==> src/hdl/rca_pkg.sv <==
`timescale 1ns / 1ps
package rca_pkg;

  localparam int COV_DEPTH  = 65536;
  localparam int ADDR_W     = 16;
  localparam int CNT_W      = 32;
  localparam int SUM_W      = 48;
  localparam int POS_W      = 20;
  localparam int ORD_W      = 64;
  localparam int MOD_W      = 7;
  localparam int DIV_CNT_W  = 6;

  localparam logic [1:0] CMD_SINGLE = 2'd0;
  localparam logic [1:0] CMD_PAIR   = 2'd1;
  localparam logic [1:0] CMD_POINT  = 2'd2;
  localparam logic [1:0] CMD_REGION = 2'd3;

  localparam logic [1:0] STAT_COUNTED  = 2'd0;
  localparam logic [1:0] STAT_UNSEL    = 2'd1;
  localparam logic [1:0] STAT_FILTERED = 2'd2;
  localparam logic [1:0] STAT_QUERY    = 2'd3;

  localparam logic [2:0] REG_MODULUS  = 3'd0;
  localparam logic [2:0] REG_MASK     = 3'd1;
  localparam logic [2:0] REG_CLONE    = 3'd2;
  localparam logic [2:0] REG_CHROM    = 3'd3;
  localparam logic [2:0] REG_SPAN     = 3'd4;

  localparam logic [11:0] PAIR_SPAN_RESET = 12'd800;

  typedef enum logic [3:0] {
    ST_CLEAR, ST_IDLE, ST_DIV, ST_DECIDE, ST_RRD, ST_RWR,
    ST_QSET, ST_PRD, ST_PWAIT, ST_SRD, ST_SACC, ST_FIN
  } state_t;

  typedef enum logic [2:0] {
    RES_COUNTED, RES_UNSEL, RES_FILT, RES_POINT, RES_REGION
  } res_sel_t;

  typedef struct packed {
    logic     load_in;
    logic     div_step;
    logic     rec_starts;
    logic     range_init;
    logic     mem_rd;
    logic     mem_wr;
    logic     p_inc;
    logic     sum_clr;
    logic     sum_acc;
    logic     res_load;
    res_sel_t res_sel;
    logic     clr_we;
    logic     out_load;
  } ctrl_cmd_t;

  typedef struct packed {
    logic [1:0] cmd;
    logic       div_last;
    logic       selected;
    logic       drop;
    logic       in_range;
    logic       clr_last;
  } dp_status_t;

endpackage

==> src/hdl/rca_ctrl.sv <==
`timescale 1ns / 1ps
module rca_ctrl (
  input  logic                  clk,
  input  logic                  rst,
  input  logic                  in_valid,
  output logic                  in_stall,
  output logic                  out_valid,
  input  logic                  out_stall,
  input  rca_pkg::dp_status_t   st,
  output rca_pkg::ctrl_cmd_t    cmd
);

  rca_pkg::state_t state, state_next;
  logic out_free;

  assign out_free = !out_valid || !out_stall;
  assign in_stall = (state != rca_pkg::ST_IDLE);

  always_ff @(posedge clk) begin
    if (rst) begin
      state     <= rca_pkg::ST_CLEAR;
      out_valid <= 1'b0;
    end else begin
      state <= state_next;
      if (cmd.out_load) out_valid <= 1'b1;
      else if (!out_stall) out_valid <= 1'b0;
    end
  end

  always_comb begin
    state_next = state;
    case (state)
      rca_pkg::ST_CLEAR: if (st.clr_last) state_next = rca_pkg::ST_IDLE;
      rca_pkg::ST_IDLE: begin
        if (in_valid) state_next = rca_pkg::ST_DIV;
      end
      rca_pkg::ST_DIV: begin
        // queries skip selection entirely
        if (st.cmd == rca_pkg::CMD_POINT || st.cmd == rca_pkg::CMD_REGION)
          state_next = rca_pkg::ST_QSET;
        else if (st.div_last) state_next = rca_pkg::ST_DECIDE;
      end
      rca_pkg::ST_DECIDE: begin
        if (!st.selected || st.drop) state_next = rca_pkg::ST_FIN;
        else state_next = rca_pkg::ST_RRD;
      end
      rca_pkg::ST_RRD: state_next = st.in_range ? rca_pkg::ST_RWR : rca_pkg::ST_FIN;
      rca_pkg::ST_RWR: state_next = rca_pkg::ST_RRD;
      rca_pkg::ST_QSET: begin
        if (st.cmd == rca_pkg::CMD_POINT) state_next = rca_pkg::ST_PRD;
        else state_next = rca_pkg::ST_SRD;
      end
      rca_pkg::ST_PRD:   state_next = rca_pkg::ST_PWAIT;
      rca_pkg::ST_PWAIT: state_next = rca_pkg::ST_FIN;
      rca_pkg::ST_SRD: state_next = st.in_range ? rca_pkg::ST_SACC : rca_pkg::ST_FIN;
      rca_pkg::ST_SACC: state_next = rca_pkg::ST_SRD;
      rca_pkg::ST_FIN: if (out_free) state_next = rca_pkg::ST_IDLE;
      default: state_next = rca_pkg::ST_CLEAR;
    endcase
  end

  always_comb begin
    cmd = '0;
    cmd.res_sel = rca_pkg::RES_COUNTED;
    case (state)
      rca_pkg::ST_CLEAR: cmd.clr_we = 1'b1;
      rca_pkg::ST_IDLE:  cmd.load_in = in_valid;
      rca_pkg::ST_DIV:   cmd.div_step = 1'b1;
      rca_pkg::ST_DECIDE: begin
        if (!st.selected) begin
          cmd.res_load = 1'b1;
          cmd.res_sel  = rca_pkg::RES_UNSEL;
        end else begin
          cmd.rec_starts = 1'b1;
          if (st.drop) begin
            cmd.res_load = 1'b1;
            cmd.res_sel  = rca_pkg::RES_FILT;
          end else begin
            cmd.range_init = 1'b1;
          end
        end
      end
      rca_pkg::ST_RRD: begin
        if (st.in_range) cmd.mem_rd = 1'b1;
        else begin
          cmd.res_load = 1'b1;
          cmd.res_sel  = rca_pkg::RES_COUNTED;
        end
      end
      rca_pkg::ST_RWR: begin
        cmd.mem_wr = 1'b1;
        cmd.p_inc  = 1'b1;
      end
      rca_pkg::ST_QSET: begin
        cmd.range_init = 1'b1;
        cmd.sum_clr    = 1'b1;
      end
      rca_pkg::ST_PRD: cmd.mem_rd = 1'b1;
      rca_pkg::ST_PWAIT: begin
        cmd.res_load = 1'b1;
        cmd.res_sel  = rca_pkg::RES_POINT;
      end
      rca_pkg::ST_SRD: begin
        if (st.in_range) cmd.mem_rd = 1'b1;
        else begin
          cmd.res_load = 1'b1;
          cmd.res_sel  = rca_pkg::RES_REGION;
        end
      end
      rca_pkg::ST_SACC: begin
        cmd.sum_acc = 1'b1;
        cmd.p_inc   = 1'b1;
      end
      rca_pkg::ST_FIN: cmd.out_load = out_free;
      default: cmd = '0;
    endcase
  end

endmodule

==> config.mk <==
export PLATFORM = sky130hd
export DESIGN_NAME = rca_ctrl
export DESIGN_NICKNAME = d
export VERILOG_FILES = /design/src/hdl/rca_pkg.sv /design/src/hdl/rca_ctrl.sv
export SDC_FILE = /design/constraint.sdc
export NUM_CORES = 1
export LEC_CHECK = 0
export ABC_AREA = 1
export BUFFER_PORTS_ARGS = -buffer_cell sky130_fd_sc_hd__clkbuf_2
export CORE_AREA = 2 2 39 41
export CTS_BUF_LIST = sky130_fd_sc_hd__clkbuf_8
export CTS_CLUSTER_DIAMETER = 30
export CTS_CLUSTER_SIZE = 30
export DETAILED_ROUTE_END_ITERATION = 12
export DIE_AREA = 0 0 41 43
export HOLD_SLACK_MARGIN = 0.02
export PLACE_DENSITY = 0.69
export SYNTH_ARGS = -nofsm -noshare
export SYNTH_HDL_FRONTEND = slang
export SYNTH_SLANG_ARGS = --single-unit
==> constraint.sdc <==
create_clock -name clk -period 1.66 [get_ports clk]
set_input_delay 0.083 -clock clk [delete_from_list [all_inputs] [get_ports clk]]
set_output_delay 0.083 -clock clk [all_outputs]
set_load 0.1 [all_outputs]
Yosys cells after proc, flatten, opt, wreduce, memory -nomap -nowiden
Cells that the tools add are included.
- eq/ne operators: 19
- muxes and demuxes: 31
- reduce and logical (&&, ||, !) cells: 10
- operator list (operator ; number):
    two-way mux 4 bit ; 12
    one-hot mux 4 bit (12 select lines) ; 1
    == test 4 x 3 -> 1 bit (second input constant) ; 4
    == test 4 bit (second input constant) ; 4
    one-hot mux 4 bit (4 select lines) ; 1
    two-way mux 1 bit ; 14
    == test 4 x 2 -> 1 bit (second input constant) ; 2
    inequality test 2 bit (second input constant) ; 3
    == test 2 bit (second input constant) ; 2
    == test 4 x 1 -> 1 bit (second input constant) ; 1
    logical NOT 4 bit ; 1
    inequality test 4 x 1 -> 1 bit (second input constant) ; 1
    one-hot mux 1 bit (2 select lines) ; 2
    AND reduction 4 bit ; 1
    OR reduction 2 bit ; 2
    logical NOT 1 bit ; 3
    logical OR 1 bit ; 3
    inequality test 3 bit (second input constant) ; 1
    two-way mux 2 bit ; 1
    inequality test 2 x 1 -> 1 bit (second input constant) ; 1
- register bits after elaboration: 5
- bits of input ports: 11
- output and inout port bits: 17
- logic and storage cells: 62

Longest topological paths before layout
- depth after elaboration: 4
- gate-level depth with buffers: 9
- gate-level depth less buffers: 9

Least setup slack after synthesis
No wires, ideal clock.
- path type: flip-flop to output port
- start: reg state[1]
- end: out cmd[3] (netlist name)
- data arrival time: 2.794 ns
- data required time: 1.577 ns
- path slack: -1.217 ns
- stages on the path, launching flop included: 5
- path buffers: 0
- cells stage by stage: dfxtp_1 nand2_2 nor2_1 nand2_1 o21ai_0
- RTL lines (what ; line ; text):
    start, declared ; rca_ctrl.sv:13 ; rca_pkg::state_t state, state_next;
    start signal, assigned ; rca_ctrl.sv:21 ; state <= rca_pkg::ST_CLEAR;
    start signal, assigned ; rca_ctrl.sv:24 ; state <= state_next;
    end, declared ; rca_ctrl.sv:10 ; output rca_pkg::ctrl_cmd_t cmd

==> metrics <==
status completed; DR vias roughly 750; P per Cell Area ~1700 nW/um^2; commonest non-fill, non-tap cell in the layout nand2_1; number of global-route vias before repair a little over 700; Detail Route Antenna Nets 0; FP Rows 14; Post-Syn Area about 500 um^2; Avg Inst Size Synth 5.093 um^2; Leak 0.5471 nW; final setup fails 0; Max Cap Viol 0; path category of the worst min-delay check input pin to register; non-filler cells, final about 150; Startpoint Class register; Root Buffer clkbuf_8; P&R area growth vs syn 97.77%; most frequent cells in the layout nand2_1 (25), inv_1 (21), nor2_1 (13), buf_12 (13), clkbuf_2 (11); post-synthesis simple-gate area fraction approximately 49%; detailed-route wire length 1.615 mm; core area 1384 um^2; Bufs on Longest Clock Path 2; synthesized net count between 100 and 150; crit path kind register to output port; CP required 1580 ps; diodes inserted 0; first-pass GRT wire length approximately 2.8 mm; wire length per cell between 10 and 15 um; crit-path max cell delay approximately 360 ps; # IOs 28; post-synthesis adder-cell area fraction 0%; Ys Warns 0; Setup Skew between 5 and 6 ps; Tcrit/Tclk final a little over nine tenths; highest clock rate about 640 MHz; highest-delay cell along the critical path dfxtp_1; main combinational cell family by area after synthesis simple AND/OR/NAND/NOR gates; Inst Count DP about 150; Worst Max-Slew Pin Slew ~540 ps; worst vdd ir approximately 1900 uV; Slew HR roughly 64%; DP HPWL between 1 and 1.5 mm; Clock Sink Count 5; Die Span Y ~43 um; setup TNS 0 ps; Reg clk slew, reported paths approximately 40 ps; Final min period between 1500 and 2000 ps; Residual DRC 0; Synth Area in XOR/XNOR 0%; Resized Gates After CTS 0; Post-CTS Setup Bufs 0; Synth Area in Compound Gates 14.39%; total number of H-tree levels 1; clk_lat worst skew ~220 ps; register bit total from synthesis 5; pin count of the biggest net entering global routing 8; initial DRC count 26; CTS tree yes; cell count after synthesis just under 100; TritonCTS buffer count 3; mux cell area share after synthesis 0%; Final GP Congestion 0.9099; GRT Util Overall between 20% and 30%; Final Hold Viols 0; library cells used by synthesis 16; ranking of synthesized cells by area dfxtp_1 (20%), nand2_1 (19%), inv_1 (15%); CTS hold repair buffers 0; Initial Utilization a little over a third; Vias/cell 5.020; initial antenna violation count 0; Detailed Routing Iterations Pass 1 4; share of the synthesized area in the top cell type just under 20%; nets approximately 150; die area roughly 1800 um^2; setup repair after global routing missed its margin yes; Die Width a little over 40 um; Worst setup EP type output port; Port Buffers 27; Slew Viols, Final 0; crit-path cells inv_2 > nor2_2 > nand2_1 > nand3_1 > buf_12; register area share after synthesis 19.85%; share of cells above drive strength 1 36.84%; post-synth top area cell dfxtp_1; Max Fanout on Critical Path 7; remaining global-route overflow 0; WP data arrival roughly 1500 ps
## cells by family (layout without fill, tap and decap cells)
| kind of cell | Yosys count | in the layout |
|---|---|---|
| and+or+nand+nor | 59 | 59 |
| buffers and inverters | 22 | 56 |
| DFF | 5 | 5 |
| AOI/OAI and AO/OA | 13 | 13 |
## worst max-delay path: cells and delay by family (launching register included)
kind | cells | cell delay [ps]
simple gates | 3 | 650
buf+inv | 2 | 260
flops | 1 | 360
## area by class of cell
type	instances	area [um^2]
well taps	16	20.02
clock buffers	3	41.29
multi-input cells	72	386.6
inverters	22	82.58
clock inverters	1	3.754
fillers	114	386.6
repair buffers	30	360.3
flip-flops and latches	5	102.6
## synth_stat cells
master,count
nand2_1,26
inv_2,2
o21ai_0,5
nand4_1,1
nand2_2,1
o21ai_1,1
a211o_1,1
nor2_1,16
a21oi_1,4
a31oi_1,1
nor2_2,3
inv_1,20
nand3_1,10
dfxtp_1,5
o31ai_1,1
nor3_1,2
## per-stage QoR
stage	power, mW	cell area, um^2	utilization (%)	hold slack, ps	setup slack [ps]
2_1_floorplan	1.103	570.5	-	144.7	-69.41
6_report	1.727	997.2	72.06	95.59	91.85
3_3_place_gp	1.493	950.9	68.72	313.4	346.7
4_1_cts	1.731	996.0	71.97	86.27	67.72
5_1_grt	1.820	997.2	72.06	100.3	-6.206
3_5_place_dp	1.507	950.9	68.72	320.9	293.7
## layer usage
layer  track usage (%)  share of wire, %  vias to the layer above
met4             4.667               1.1                        0
met5                 0                 0                        -
li1                  -                 -                      376
met3             9.948               8.8                        2
met1             27.74                39                      335
met2             35.94                51                       35
## report_power, final
part           leakage [nW]  internal, mW  switching [mW]
Clock                0.0269         0.158          0.0580
Sequential           0.0417         0.153          0.0380
Combinational         0.479         0.398           0.921
Total                 0.547         0.709            1.02
## registers in the layout, summed over array words and instances (netlist names)
name,cells
out_valid,1
state,4
## worst paths after layout
path,from,end,slack (ps),depth (start not counted)
worst min-delay path,rst,out_valid$_SDFFE_PP0P_,100,2
worst max-delay path,state[3]$_SDFFE_PP0P_,cmd[5],90,5
worst min register to register,out_valid$_SDFFE_PP0P_,out_valid$_SDFFE_PP0P_,480,2
worst max register to register,state[0]$_SDFFE_PP0P_,state[0]$_SDFFE_PP0P_,260,9
Note: power is estimated with default switching activity, not from simulation.
